<file path="config.mk">
export PLATFORM = sky130hd
export DESIGN_NAME = touch_sample_average_and_map
export DESIGN_NICKNAME = d
export VERILOG_FILES = /design/src/hdl/tsam_pkg.sv /design/src/hdl/tsam_hist.sv /design/src/hdl/tsam_div.sv /design/src/hdl/tsam_mul.sv /design/src/hdl/touch_sample_average_and_map.sv
export SDC_FILE = /design/constraint.sdc
export NUM_CORES = 1
export LEC_CHECK = 0
export BUFFER_PORTS_ARGS = -buffer_cell sky130_fd_sc_hd__buf_2
export CORE_ASPECT_RATIO = 1.5
export CORE_MARGIN = 10
export CORE_UTILIZATION = 50
export CTS_BUF_LIST = sky130_fd_sc_hd__clkbuf_4
export DETAILED_ROUTE_END_ITERATION = 12
export PLACE_DENSITY = 0.64
export SYNTH_ARGS = -nofsm -noshare
export SYNTH_HDL_FRONTEND = slang
export SYNTH_SLANG_ARGS = --single-unit
</file>
<file path="constraint.sdc">
create_clock -name clk -period 7.4 [get_ports clk]
set_input_delay 1.11 -clock clk [delete_from_list [all_inputs] [get_ports clk]]
set_output_delay 1.11 -clock clk [all_outputs]
set_load 0.05 [all_outputs]
</file>
<file path="src/hdl/tsam_pkg.sv">
`default_nettype none
package tsam_pkg;

  // field widths
  localparam int RAW_W     = 16;
  localparam int RAW_SHIFT = 3;
  localparam int AVG_W     = RAW_W - RAW_SHIFT;   // scaled sample / average
  localparam int GAIN_W    = 16;
  localparam int PROD_W    = AVG_W + GAIN_W;      // full product width
  localparam int FRAC_BITS = 13;                  // Q3.13 gain
  localparam int POS_W     = 16;
  localparam int DIM_W     = 12;
  localparam int ORI_W     = 3;
  localparam int EV_W      = 2;
  localparam int CFG_AW    = 3;
  localparam int CFG_DW    = 16;

  // event codes
  localparam logic [EV_W-1:0] EV_NONE = 2'd0;
  localparam logic [EV_W-1:0] EV_DOWN = 2'd1;
  localparam logic [EV_W-1:0] EV_UP   = 2'd2;

  // orientation codes
  localparam logic [ORI_W-1:0] ORI_ROT_A = 3'd2;
  localparam logic [ORI_W-1:0] ORI_ROT_B = 3'd3;
  localparam logic [ORI_W-1:0] ORI_ROT_C = 3'd4;

  // register indexes
  localparam logic [CFG_AW-1:0] REG_X_GAIN   = 3'd0;
  localparam logic [CFG_AW-1:0] REG_Y_GAIN   = 3'd1;
  localparam logic [CFG_AW-1:0] REG_X_OFFSET = 3'd2;
  localparam logic [CFG_AW-1:0] REG_Y_OFFSET = 3'd3;
  localparam logic [CFG_AW-1:0] REG_ORIENT   = 3'd4;
  localparam logic [CFG_AW-1:0] REG_WIDTH    = 3'd5;
  localparam logic [CFG_AW-1:0] REG_HEIGHT   = 3'd6;

  // register reset values
  localparam logic [GAIN_W-1:0] GAIN_RST   = 16'd8192;
  localparam logic [ORI_W-1:0]  ORI_RST    = 3'd1;
  localparam logic [DIM_W-1:0]  WIDTH_RST  = 12'd240;
  localparam logic [DIM_W-1:0]  HEIGHT_RST = 12'd320;

endpackage
`default_nettype wire

</file>
<file path="src/hdl/tsam_hist.sv">
`default_nettype none
// History line for one axis, newest in entry 0, with a serial summer
// that adds one filled entry per cycle.
module tsam_hist #(
  parameter int DEPTH = 4,
  parameter int CNT_W = 3,
  parameter int SUM_W = 15
) (
  input  wire logic                              clk,
  input  wire logic                              rst_n,
  input  wire logic                              push,
  input  wire logic signed [tsam_pkg::AVG_W-1:0] push_data,
  input  wire logic                              sum_start,
  input  wire logic [CNT_W-1:0]                  count,
  output logic                                   sum_done,
  output logic signed [SUM_W-1:0]                sum
);

  localparam int IDX_W = (DEPTH > 1) ? $clog2(DEPTH) : 1;

  logic signed [tsam_pkg::AVG_W-1:0] hist_r [DEPTH];
  logic signed [SUM_W-1:0]           acc_r;
  logic [IDX_W-1:0]                  idx_r;
  logic                              busy_r;
  logic                              done_r;
  logic                              last;

  assign last     = (CNT_W'(idx_r) == (count - 1'b1));
  assign sum_done = done_r;
  assign sum      = acc_r;

  // shift line, no reset: only filled entries are summed
  always_ff @(posedge clk) begin
    if (push) begin
      for (int i = DEPTH - 1; i > 0; i--) begin
        hist_r[i] <= hist_r[i-1];
      end
      hist_r[0] <= push_data;
    end
  end

  // control of the summer
  always_ff @(posedge clk) begin
    if (!rst_n) begin
      busy_r <= 1'b0;
      done_r <= 1'b0;
    end else begin
      done_r <= busy_r && last;
      if (sum_start) begin
        busy_r <= 1'b1;
      end else if (busy_r && last) begin
        busy_r <= 1'b0;
      end
    end
  end

  // one entry per cycle into the accumulator
  always_ff @(posedge clk) begin
    if (sum_start) begin
      acc_r <= '0;
      idx_r <= '0;
    end else if (busy_r) begin
      acc_r <= acc_r + SUM_W'(hist_r[idx_r]);
      idx_r <= idx_r + 1'b1;
    end
  end

endmodule
`default_nettype wire

</file>
<file path="src/hdl/tsam_div.sv">
`default_nettype none
// Bit-serial restoring divider: signed sum over a small unsigned count,
// quotient truncated toward zero, one quotient bit per cycle.
module tsam_div #(
  parameter int SUM_W = 15,
  parameter int CNT_W = 3
) (
  input  wire logic                              clk,
  input  wire logic                              rst_n,
  input  wire logic                              start,
  input  wire logic signed [SUM_W-1:0]           dividend,
  input  wire logic [CNT_W-1:0]                  divisor,
  output logic                                   done,
  output logic signed [tsam_pkg::AVG_W-1:0]      quot
);

  localparam int STEP_W = (SUM_W > 1) ? $clog2(SUM_W) : 1;

  logic [SUM_W-1:0]  mag_r;     // dividend bits out, quotient bits in
  logic [CNT_W-1:0]  rem_r;
  logic [CNT_W-1:0]  div_r;
  logic              neg_r;
  logic [STEP_W-1:0] step_r;
  logic              busy_r;
  logic              done_r;
  logic [CNT_W:0]    rem_sh;
  logic              ge;
  logic [CNT_W:0]    rem_sub;
  logic [SUM_W-1:0]  q_signed;

  assign rem_sh   = {rem_r, mag_r[SUM_W-1]};
  assign ge       = (rem_sh >= {1'b0, div_r});
  assign rem_sub  = rem_sh - {1'b0, div_r};
  assign q_signed = neg_r ? (~mag_r + 1'b1) : mag_r;
  assign quot     = q_signed[tsam_pkg::AVG_W-1:0];
  assign done     = done_r;

  always_ff @(posedge clk) begin
    if (!rst_n) begin
      busy_r <= 1'b0;
      done_r <= 1'b0;
    end else begin
      done_r <= busy_r && (step_r == '0);
      if (start) begin
        busy_r <= 1'b1;
      end else if (busy_r && (step_r == '0)) begin
        busy_r <= 1'b0;
      end
    end
  end

  // datapath
  always_ff @(posedge clk) begin
    if (start) begin
      mag_r  <= dividend[SUM_W-1] ? (~dividend + 1'b1) : dividend;
      neg_r  <= dividend[SUM_W-1];
      rem_r  <= '0;
      div_r  <= divisor;
      step_r <= STEP_W'(SUM_W - 1);
    end else if (busy_r) begin
      rem_r  <= ge ? rem_sub[CNT_W-1:0] : rem_sh[CNT_W-1:0];
      mag_r  <= {mag_r[SUM_W-2:0], ge};
      step_r <= step_r - 1'b1;
    end
  end

endmodule
`default_nettype wire

</file>
<file path="src/hdl/tsam_mul.sv">
`default_nettype none
// Bit-serial signed multiplier: one multiplier bit per cycle, the sign
// bit weighted negative.
module tsam_mul (
  input  wire logic                               clk,
  input  wire logic                               rst_n,
  input  wire logic                               start,
  input  wire logic signed [tsam_pkg::AVG_W-1:0]  mplier,
  input  wire logic signed [tsam_pkg::GAIN_W-1:0] mcand,
  output logic                                    done,
  output logic signed [tsam_pkg::PROD_W-1:0]      prod
);

  localparam int STEP_W = $clog2(tsam_pkg::AVG_W);

  logic signed [tsam_pkg::PROD_W-1:0] acc_r;
  logic signed [tsam_pkg::PROD_W-1:0] mcand_r;
  logic [tsam_pkg::AVG_W-1:0]         mplier_r;
  logic [STEP_W-1:0]                  step_r;
  logic                               busy_r;
  logic                               done_r;
  logic                               last;
  logic signed [tsam_pkg::PROD_W-1:0] part;

  assign last = (step_r == STEP_W'(tsam_pkg::AVG_W - 1));
  assign part = mplier_r[0] ? mcand_r : '0;
  assign done = done_r;
  assign prod = acc_r;

  always_ff @(posedge clk) begin
    if (!rst_n) begin
      busy_r <= 1'b0;
      done_r <= 1'b0;
    end else begin
      done_r <= busy_r && last;
      if (start) begin
        busy_r <= 1'b1;
      end else if (busy_r && last) begin
        busy_r <= 1'b0;
      end
    end
  end

  // shift-and-add, subtract on the sign bit
  always_ff @(posedge clk) begin
    if (start) begin
      acc_r    <= '0;
      mcand_r  <= tsam_pkg::PROD_W'(mcand);
      mplier_r <= mplier;
      step_r   <= '0;
    end else if (busy_r) begin
      acc_r    <= last ? (acc_r - part) : (acc_r + part);
      mcand_r  <= mcand_r <<< 1;
      mplier_r <= mplier_r >> 1;
      step_r   <= step_r + 1'b1;
    end
  end

endmodule
`default_nettype wire

</file>
<file path="src/hdl/touch_sample_average_and_map.sv">
// Pen-down item: taken, summed, divided, multiplied and mapped, then loaded into the output
// register; SUM_W = 13 + log2(AVERAGE_DEPTH). Serial summer one entry a cycle, then the
// bit-serial divider and the bit-serial multiplier. Pen-up item: goes straight to the output
// register. Both wait in S_OUT while the output register holds an untaken result.
// One item in flight; the output register holds a result while the next item is taken.
// Synchronous active-low reset: registers to defaults, fill count and touch flag cleared.
`default_nettype none
module touch_sample_average_and_map #(
  parameter int AVERAGE_DEPTH = 4
) (
  input  wire logic                         clk,
  input  wire logic                         rst_n,
  // input items
  input  wire logic                         in_tvalid,
  output logic                              in_tready,
  input  wire logic [31:0]                  in_tdata,   // raw_x[15:0], raw_y[31:16]
  input  wire logic [0:0]                   in_tuser,   // pen_down[0]
  // result items
  output logic                              out_tvalid,
  input  wire logic                         out_tready,
  output logic [31:0]                       out_tdata,  // pos_x[15:0], pos_y[31:16]
  output logic [tsam_pkg::EV_W-1:0]         out_tuser,  // event_res[1:0]
  // register writes
  input  wire logic                         cfg_we,
  input  wire logic [tsam_pkg::CFG_AW-1:0]  cfg_addr,
  input  wire logic [tsam_pkg::CFG_DW-1:0]  cfg_wdata
);

  localparam int CNT_W = $clog2(AVERAGE_DEPTH + 1);
  localparam int SUM_W = tsam_pkg::AVG_W + $clog2(AVERAGE_DEPTH);

  localparam logic [2:0] S_IDLE  = 3'd0;
  localparam logic [2:0] S_SUMGO = 3'd1;
  localparam logic [2:0] S_SUM   = 3'd2;
  localparam logic [2:0] S_DIV   = 3'd3;
  localparam logic [2:0] S_MUL   = 3'd4;
  localparam logic [2:0] S_OUT   = 3'd5;

  // registers
  logic signed [tsam_pkg::GAIN_W-1:0] x_gain_r, y_gain_r;
  logic [tsam_pkg::POS_W-1:0]         x_off_r, y_off_r;
  logic [tsam_pkg::ORI_W-1:0]         orient_r;
  logic [tsam_pkg::DIM_W-1:0]         width_r, height_r;

  logic [2:0]                 state_r, state_nxt;
  logic [CNT_W-1:0]           fill_r;
  logic                       touch_r;
  logic [tsam_pkg::EV_W-1:0]  res_ev_r;
  logic [tsam_pkg::POS_W-1:0] res_x_r, res_y_r;
  logic                       out_valid_r;
  logic [31:0]                out_data_r;
  logic [tsam_pkg::EV_W-1:0]  out_user_r;

  logic                                accept;
  logic                                pen;
  logic signed [tsam_pkg::AVG_W-1:0]   scaled_x, scaled_y;
  logic                                sum_start, div_start, mul_start;
  logic                                hx_done, hy_done, dx_done, dy_done, mx_done, my_done;
  logic signed [SUM_W-1:0]             sum_x, sum_y;
  logic signed [tsam_pkg::AVG_W-1:0]   avg_x, avg_y;
  logic signed [tsam_pkg::PROD_W-1:0]  prod_x, prod_y;
  logic [tsam_pkg::POS_W-1:0]          map_x, map_y, wid16, hgt16, rot_x, rot_y;
  logic                                out_load;

  assign in_tready = (state_r == S_IDLE);
  assign accept    = in_tvalid && in_tready;
  assign pen       = in_tuser[0];
  assign scaled_x  = in_tdata[15:tsam_pkg::RAW_SHIFT];
  assign scaled_y  = in_tdata[31:16+tsam_pkg::RAW_SHIFT];
  assign sum_start = (state_r == S_SUMGO);
  assign div_start = (state_r == S_SUM) && hx_done;
  assign mul_start = (state_r == S_DIV) && dx_done;
  assign out_load  = (state_r == S_OUT) && (!out_valid_r || out_tready);

  // register writes
  always_ff @(posedge clk) begin
    if (!rst_n) begin
      x_gain_r <= tsam_pkg::GAIN_RST;
      y_gain_r <= tsam_pkg::GAIN_RST;
      x_off_r  <= '0;
      y_off_r  <= '0;
      orient_r <= tsam_pkg::ORI_RST;
      width_r  <= tsam_pkg::WIDTH_RST;
      height_r <= tsam_pkg::HEIGHT_RST;
    end else if (cfg_we) begin
      unique case (cfg_addr)
        tsam_pkg::REG_X_GAIN:   x_gain_r <= cfg_wdata;
        tsam_pkg::REG_Y_GAIN:   y_gain_r <= cfg_wdata;
        tsam_pkg::REG_X_OFFSET: x_off_r  <= cfg_wdata;
        tsam_pkg::REG_Y_OFFSET: y_off_r  <= cfg_wdata;
        tsam_pkg::REG_ORIENT:   orient_r <= cfg_wdata[tsam_pkg::ORI_W-1:0];
        tsam_pkg::REG_WIDTH:    width_r  <= cfg_wdata[tsam_pkg::DIM_W-1:0];
        tsam_pkg::REG_HEIGHT:   height_r <= cfg_wdata[tsam_pkg::DIM_W-1:0];
        default: ;
      endcase
    end
  end

  // per-axis units
  tsam_hist #(.DEPTH(AVERAGE_DEPTH), .CNT_W(CNT_W), .SUM_W(SUM_W)) u_hist_x (
    .clk, .rst_n, .push(accept && pen), .push_data(scaled_x),
    .sum_start, .count(fill_r), .sum_done(hx_done), .sum(sum_x)
  );
  tsam_hist #(.DEPTH(AVERAGE_DEPTH), .CNT_W(CNT_W), .SUM_W(SUM_W)) u_hist_y (
    .clk, .rst_n, .push(accept && pen), .push_data(scaled_y),
    .sum_start, .count(fill_r), .sum_done(hy_done), .sum(sum_y)
  );
  tsam_div #(.SUM_W(SUM_W), .CNT_W(CNT_W)) u_div_x (
    .clk, .rst_n, .start(div_start), .dividend(sum_x), .divisor(fill_r),
    .done(dx_done), .quot(avg_x)
  );
  tsam_div #(.SUM_W(SUM_W), .CNT_W(CNT_W)) u_div_y (
    .clk, .rst_n, .start(div_start), .dividend(sum_y), .divisor(fill_r),
    .done(dy_done), .quot(avg_y)
  );
  tsam_mul u_mul_x (
    .clk, .rst_n, .start(mul_start), .mplier(avg_x), .mcand(x_gain_r),
    .done(mx_done), .prod(prod_x)
  );
  tsam_mul u_mul_y (
    .clk, .rst_n, .start(mul_start), .mplier(avg_y), .mcand(y_gain_r),
    .done(my_done), .prod(prod_y)
  );

  // floor of product over 2^13, plus offset, rotate and clamp
  always_comb begin
    map_x = prod_x[tsam_pkg::PROD_W-1 -: tsam_pkg::POS_W] + x_off_r;
    map_y = prod_y[tsam_pkg::PROD_W-1 -: tsam_pkg::POS_W] + y_off_r;
    wid16 = tsam_pkg::POS_W'(width_r);
    hgt16 = tsam_pkg::POS_W'(height_r);
    case (orient_r)
      tsam_pkg::ORI_ROT_A: begin
        rot_x = map_y;
        rot_y = hgt16 - map_x;
      end
      tsam_pkg::ORI_ROT_B: begin
        rot_x = wid16 - map_x;
        rot_y = hgt16 - map_y;
      end
      tsam_pkg::ORI_ROT_C: begin
        rot_x = wid16 - map_y;
        rot_y = map_x;
      end
      default: begin
        rot_x = map_x;
        rot_y = map_y;
      end
    endcase
    if ((rot_x >= wid16) || (rot_y >= hgt16)) begin
      rot_x = wid16;
      rot_y = hgt16;
    end
  end

  // sequencer
  always_comb begin
    state_nxt = state_r;
    unique case (state_r)
      S_IDLE:  if (accept) state_nxt = pen ? S_SUMGO : S_OUT;
      S_SUMGO: state_nxt = S_SUM;
      S_SUM:   if (hx_done) state_nxt = S_DIV;
      S_DIV:   if (dx_done) state_nxt = S_MUL;
      S_MUL:   if (mx_done) state_nxt = S_OUT;
      S_OUT:   if (out_load) state_nxt = S_IDLE;
      default: state_nxt = S_IDLE;
    endcase
  end

  always_ff @(posedge clk) begin
    if (!rst_n) begin
      state_r     <= S_IDLE;
      fill_r      <= '0;
      touch_r     <= 1'b0;
      out_valid_r <= 1'b0;
    end else begin
      state_r <= state_nxt;
      if (accept) begin
        touch_r <= pen;
        if (!pen) begin
          fill_r <= '0;
        end else if (fill_r < CNT_W'(AVERAGE_DEPTH)) begin
          fill_r <= fill_r + 1'b1;
        end
      end
      if (out_load) begin
        out_valid_r <= 1'b1;
      end else if (out_tready) begin
        out_valid_r <= 1'b0;
      end
    end
  end

  // result and output registers
  always_ff @(posedge clk) begin
    if (accept && !pen) begin
      res_ev_r <= touch_r ? tsam_pkg::EV_UP : tsam_pkg::EV_NONE;
      res_x_r  <= '0;
      res_y_r  <= '0;
    end else if ((state_r == S_MUL) && mx_done) begin
      res_ev_r <= tsam_pkg::EV_DOWN;
      res_x_r  <= rot_x;
      res_y_r  <= rot_y;
    end
    if (out_load) begin
      out_data_r <= {res_y_r, res_x_r};
      out_user_r <= res_ev_r;
    end
  end

  assign out_tvalid = out_valid_r;
  assign out_tdata  = out_data_r;
  assign out_tuser  = out_user_r;

  // checks
  a_fill_bound: assert property (@(posedge clk) disable iff (!rst_n)
    fill_r <= CNT_W'(AVERAGE_DEPTH))
    else $error("fill count above history depth");

  a_axes_lockstep: assert property (@(posedge clk) disable iff (!rst_n)
    (hx_done == hy_done) && (dx_done == dy_done) && (mx_done == my_done))
    else $error("x and y units out of step");

  a_pen_down_seq: assert property (@(posedge clk) disable iff (!rst_n)
    accept && pen |=> (state_r == S_SUMGO) && (fill_r != '0))
    else $error("pen-down item did not start averaging");

  a_pen_up_seq: assert property (@(posedge clk) disable iff (!rst_n)
    accept && !pen |=> (state_r == S_OUT) && (fill_r == '0) && !touch_r)
    else $error("pen-up item not handled");

endmodule
`default_nettype wire
</file>
==> impl_metrics.tcl, run 1 <==
set metrics [dict create \
    postRouteAntennaNets 0 \
    layout_common_cells "583 x sky130_fd_sc_hd__nand2_1, 279 x sky130_fd_sc_hd__nor2_1, 259 x sky130_fd_sc_hd__edfxtp_1" \
    start_util_pct 50.3 \
    floorplan.rows 110 \
    die_h_um 321 \
    synth_sequential_area_ratio_pct 43.0 \
    pwr-share-comb_pct 23.7 \
    h-tree-depth 4 \
    grt_met3_usage_pct 4.41 \
    worst-path-max-fanout 6 \
    core_sq_mm 0.0599 \
    globalRouteOverflowTotal 0 \
    insertion_delay_ns 1.00 \
    hold_path_class "in -> reg" \
    share_clk_of_total_power_pct 32.8 \
    grt_max_degree 88 \
    dp_cells 4091 \
    yosys_register_bits 517 \
    first_iter_violations 1481 \
    cp_required_ns 8.26 \
    critical-path-top-delay-family "compound AO/OA/AOI/OAI gates" \
    first_global_vias 24600 \
    layout.cells.most_common "sky130_fd_sc_hd__nand2_1" \
    power.density_cell_area_mw_per_mm2 240 \
    place.gp.congestion 0.933 \
    dp_wirelength_um 58400 \
    post_drt_via_cell_ratio 5.67 \
    ir_drop_uv 234 \
    routed_wirelength_um 78400 \
    post_layout_instance_area_sq_mm 0.0333 \
    drc 0 \
    avgSynthCellArea_sq_um 9.10 \
    critPathMostFrequentCell "sky130_fd_sc_hd__a21oi_1" \
    clock_skew_ns 0.0456 \
    finalMaxSlewViolations 0 \
    track_usage_pct 22.4 \
    net_switching_w 0.00246 \
    routed-via-count 24600 \
    timing.setup.tns_ns 0 \
    tritoncts "done" \
    synth-edff-count 259 \
    yosys.cell_types.count 89 \
    syn_nets 3559 \
    grt_use_met2_pct 40.1 \
    cp.arrival_ns 7.76 \
    cp.buffers_inverters 3 \
    drv_cap 0 \
    wl_per_cell_um 18.1 \
    antenna_found_initial 6 \
    pin_count 93 \
    cts.sink_count 517 \
    p_int_w 0.00553 \
    layout-area-overhead-vs-synth_pct 10.7 \
    cts.root.buffer_cell "sky130_fd_sc_hd__clkbuf_4" \
    timing_worst_slew_pin_value_ns 1.11 \
    power_switching_share_pct 30.7 \
    stdcell_count 4336 \
    grtUsageMet1_pct 23.4 \
    clock.fmax_mhz 145 \
    layout_cell_share_with_drive_strength_beyond_1_pct 12.7 \
    setup_viol 0 \
    final_net_count 3692 \
    final_worst_path_period_share_pct 93.3 \
    setup_ws_ns 0.494 \
    fin_crit_ns 6.91 \
    slew_headroom_pct 25.8 \
    numCtsBuffers 131 \
    crit_path_end_kind "flop" \
    chipWidth_um 220 \
    synth_async_sr_flop_share_pct 0 \
    post_synth_inst_count 3308 \
    cpPeakStageDelay_ns 0.45 \
    cts_buffer_depth 3 \
    worst-setup-path-type "reg -> reg" \
    design.die.area_sq_mm 0.0706 \
    finalHoldViolations 0 \
    cellLeakagePower_nw 13.4 \
    grt_first_pass_wirelength_um 126000 \
    ys_warn_count 0 \
    port-buffer-count 86 \
    postPlaceCellArea_sq_mm 0.0315 \
    synth_area_sq_mm 0.0301 \
    run_status "completed" \
    top_reg_cell_synth "sky130_fd_sc_hd__edfxtp_1" \
    grt_most_used_layer "met2" \
    power.share.sequential_pct 43.6 \
    cp_slowest_cell "sky130_fd_sc_hd__a2111o_1" \
    place_ws_ns 0.516 \
    power_total_w 0.00799 \
    cts.clk_slew.worst_paths_ns 0.07 \
    start_kind "flop" \
    detail_route.first_pass.iterations 5 \
]
==> cell families after synthesis <==
family / synth area share [%]
multiplexers: 4.37
adder cells (fa/ha/maj): 8.31
AND/OR/NAND/NOR: 17.8
XOR/XNOR: 6.25
AO/OA/AOI/OAI: 16.9
flip-flops: 43.0
buffers and inverters: 3.37
==> cell usage after synthesis, types with 11 or more instances <==
cell type                  instances  area share, %
sky130_fd_sc_hd__mux2i_1          73            2.4
sky130_fd_sc_hd__o21a_1           24           0.60
sky130_fd_sc_hd__a21boi_0         12           0.30
sky130_fd_sc_hd__a21oi_1         259            4.3
sky130_fd_sc_hd__a31oi_1          25           0.52
sky130_fd_sc_hd__o21ai_0         201            3.3
sky130_fd_sc_hd__nor3_1           67            1.1
sky130_fd_sc_hd__nand4_1          19           0.39
sky130_fd_sc_hd__nor2b_1          32           0.66
sky130_fd_sc_hd__xor2_1           88            2.6
sky130_fd_sc_hd__nand2_1         583            7.3
sky130_fd_sc_hd__clkbuf_1        121            1.5
sky130_fd_sc_hd__buf_1            15           0.19
sky130_fd_sc_hd__a21o_1           49            1.2
sky130_fd_sc_hd__or3_1            36           0.75
sky130_fd_sc_hd__inv_1           107            1.3
sky130_fd_sc_hd__ha_1            184            7.6
sky130_fd_sc_hd__and2_1           15           0.31
sky130_fd_sc_hd__a211oi_1         27           0.67
sky130_fd_sc_hd__nand2b_1         39           0.81
sky130_fd_sc_hd__xnor2_1         127            3.7
sky130_fd_sc_hd__or2_2            11           0.23
sky130_fd_sc_hd__nand3_1          62            1.0
sky130_fd_sc_hd__dfxtp_1         258             17
sky130_fd_sc_hd__o211ai_1         24           0.60
sky130_fd_sc_hd__and3_1           32           0.66
sky130_fd_sc_hd__edfxtp_1        259             26
sky130_fd_sc_hd__mux4_2           26            1.9
sky130_fd_sc_hd__nor4_1           14           0.29
sky130_fd_sc_hd__o31ai_1          29           0.72
sky130_fd_sc_hd__o21bai_1         17           0.42
sky130_fd_sc_hd__nor2_1          281            3.5
sky130_fd_sc_hd__a22oi_1          12           0.30
==> registers in the layout, indices dropped and copies added, names as in the netlist, 29 cells and up, named ones only <==
register	count
u_hist_x.hist_r	52
u_mul_x.mcand_r	29
u_mul_y.prod	29
u_mul_y.mcand_r	29
out_tdata	32
u_mul_x.prod	29
u_hist_y.hist_r	52
==> what timing repair did <==
action                     CTS  global route
hold buffers                 0             0
setup endpoints to repair    0            18
resized for setup            0             5
buffers inserted             0             1
==> path summary, 6_finish.rpt <==
path,cells after the start,start,slack [ns],end
worst max-delay path,34,u_mul_y.prod[13],0.49,res_y_r[9]
worst min-delay path,1,in_tdata[24],0.31,u_hist_y.hist_r[0][5]
worst max register to register,34,u_mul_y.prod[13],0.49,res_y_r[9]
worst min register to register,0,res_y_r[3],0.42,out_tdata[19]
==> per-stage QoR <==
stage	utilization [%]	hold slack, ns
2_1_floorplan	-	0.400
3_3_place_gp	52.6	0.406
3_5_place_dp	52.6	0.408
4_1_cts	55.6	0.196
5_1_grt	55.7	0.230
6_report	55.7	0.307
==> per-layer routing <==
layer | up-vias | part of all wire, %
li1 | 12200 | -
met1 | 11600 | 38
met2 | 582 | 52
met3 | 236 | 4.3
met4 | 8 | 5.6
met5 | - | 0.054
==> cell type report <==
class                   count  area [sq um]
fillers                  5499         26500
multi-input cells        2531         16200
flip-flops and latches    517         12900
clock buffers             195          1460
well taps                 784           981
repair buffers            149           941
inverters                 111           420
clock inverters            46           360
diodes                      3          7.51
==> power by group through the flow <==
stage                     Sequential (W)  Clock [W]  Combinational [W]
after CTS                        0.00349    0.00271            0.00191
after detailed placement         0.00355          0            0.00190
after floorplan                  0.00351          0            0.00149
final                            0.00348    0.00262            0.00189
after global placement           0.00353          0            0.00184
after global routing             0.00352    0.00286            0.00213
(Power assumes the default switching activity.)
==> inputs of run 2 (changes only) <==
- PLACE_DENSITY: 0.64 -> 0.66
- TNS_END_PERCENT: not set -> 100
==> impl_metrics.tcl, run 2 (synthesized netlist as in run 1, its figures left out) <==
set metrics [dict create \
    first_global_vias 25000 \
    final_worst_path_period_share_pct 92.0 \
    critPathMostFrequentCell "sky130_fd_sc_hd__nor2_1" \
    post_layout_instance_area_sq_mm 0.0331 \
    chipWidth_um 220 \
    track_usage_pct 22.6 \
    fin_crit_ns 6.81 \
    drv_cap 0 \
    cts_setup_buffers 0 \
    cts_buffer_depth 3 \
    postPlaceCellArea_sq_mm 0.0313 \
    regToRegEndpoint "res_x_r[5]" \
    worst-path-max-fanout 11 \
    finalMaxSlewViolations 0 \
    timing_worst_slew_pin_value_ns 1.08 \
    timing.hold.ws_ns 0.308 \
    crit_path_end_kind "flop" \
    post_drt_via_cell_ratio 5.72 \
    place.gp.congestion 0.930 \
    die_h_um 321 \
    timing.setup.tns_ns 0 \
    setup.reg_to_reg.worst_slack_ns 0.59 \
    drc 0 \
    grt_use_met2_pct 40.9 \
    port-buffer-count 86 \
    wl_per_cell_um 18.4 \
    stdcell_count 4324 \
    layout_cell_share_with_drive_strength_beyond_1_pct 12.5 \
    dp_cells 4078 \
    cts.root.buffer_cell "sky130_fd_sc_hd__clkbuf_4" \
    layout.cells.most_common "sky130_fd_sc_hd__nand2_1" \
    tritoncts "done" \
    startpoint "u_mul_y.prod[13]" \
    pin_count 93 \
    cp.arrival_ns 7.67 \
    setup_viol 0 \
    hold_path_class "in -> reg" \
    cts.sink_count 517 \
    clock_skew_ns 0.0602 \
    worst-r2r-cell-count 33 \
    cp_slowest_cell "sky130_fd_sc_hd__fa_1" \
    timing.rr.start "u_mul_y.prod[13]" \
    clock.fmax_mhz 147 \
    endpoint "res_x_r[5]" \
    worst-setup-path-type "reg -> reg" \
    slew_headroom_pct 27.4 \
    insertion_delay_ns 1.01 \
    cellLeakagePower_nw 13.3 \
    detail_route.first_pass.iterations 7 \
    floorplan.rows 110 \
    routed_wirelength_um 79700 \
    postRouteAntennaNets 0 \
    core_sq_mm 0.0599 \
    finalHoldViolations 0 \
    cp_required_ns 8.26 \
    grt_first_pass_wirelength_um 127000 \
    layout-area-overhead-vs-synth_pct 9.99 \
    hold_fix_buffers_at_cts 0 \
    rsz0062_at_grt "false" \
    routed-via-count 24700 \
    power.density_cell_area_mw_per_mm2 238 \
    cpPeakStageDelay_ns 0.40 \
    final_net_count 3681 \
    grt_most_used_layer "met2" \
    globalRouteOverflowTotal 0 \
    design.die.area_sq_mm 0.0706 \
    grtUsageMet1_pct 23.0 \
    h-tree-depth 4 \
    numCtsBuffers 134 \
    cts.clk_slew.worst_paths_ns 0.06 \
    antenna_found_initial 11 \
    grt_max_degree 93 \
    run_status "completed" \
    ir_drop_uv 279 \
    start_kind "flop" \
    first_iter_violations 1610 \
    grt_met3_usage_pct 4.74 \
    layout_common_cells "583 x sky130_fd_sc_hd__nand2_1, 280 x sky130_fd_sc_hd__nor2_1, 259 x sky130_fd_sc_hd__edfxtp_1" \
    start_util_pct 50.3 \
    final_core_utilization_pct 55.3 \
    dp_wirelength_um 58200 \
]
run 2: changes by cell type in the layout (fill, tap and decap cells not counted), sizes merged:
cell	change
buf	-14
clkbuf	+10
bufinv	-5
clkinv	-5
clkinvlp	+1
diode	+1
run 2: final cells by class:
class | instances | area (sq um)
fillers | 5477 | 26700
multi-input cells | 2531 | 16200
flip-flops and latches | 517 | 12900
clock buffers | 205 | 1540
well taps | 784 | 981
repair buffers | 135 | 811
inverters | 111 | 420
clock inverters | 37 | 198
diodes | 4 | 10.0
run 2: layer usage:
metal	wire length (um)	vias up
li1	-	12100
met1	29300	11700
met2	41800	621
met3	3710	252
met4	4820	14
met5	82	-
run 2: critical path: cells and delay by family, from the launching register on:
| family | cells | cell delay (ns) |
|---|---|---|
| AO/OA/AOI/OAI | 14 | 2.93 |
| XOR/XNOR | 1 | 0.10 |
| adder cells (fa/ha/maj) | 4 | 1.26 |
| buffers and inverters | 3 | 0.46 |
| flip-flops | 1 | 0.36 |
| AND/OR/NAND/NOR | 11 | 1.56 |
run 2: timing repair:
action / 4_1_cts / 5_1_grt
endpoints found under the setup margin: 0 / 21
hold endpoints to repair: 0 / 0
gates resized for setup: 0 / 8
run 2: where the power goes:
part	total, W	internal [W]	switching [W]
logic	0.00186	0.000835	0.00102
registers	0.00351	0.00326	0.000247
clock network	0.00251	0.00130	0.00121
run 2: worst min path at each step:
stage	from	end	cells past startpoint
2_1_floorplan	res_x_r[0]	out_tdata[0]	0
3_3_place_gp	res_ev_r[0]	out_tuser[0]	0
3_5_place_dp	res_ev_r[1]	out_tuser[1]	0
4_1_cts	in_tdata[20]	u_hist_y.hist_r[0][1]	1
5_1_grt	in_tdata[20]	u_hist_y.hist_r[0][1]	1
6_report	in_tdata[12]	u_hist_x.hist_r[0][9]	1
run 2: through the flow:
step	total power [W]	setup slack, ns
5_1_grt	0.00839	0.0803
3_5_place_dp	0.00544	0.462
6_report	0.00788	0.590
2_1_floorplan	0.00500	1.53
3_3_place_gp	0.00536	0.626
4_1_cts	0.00799	0.428
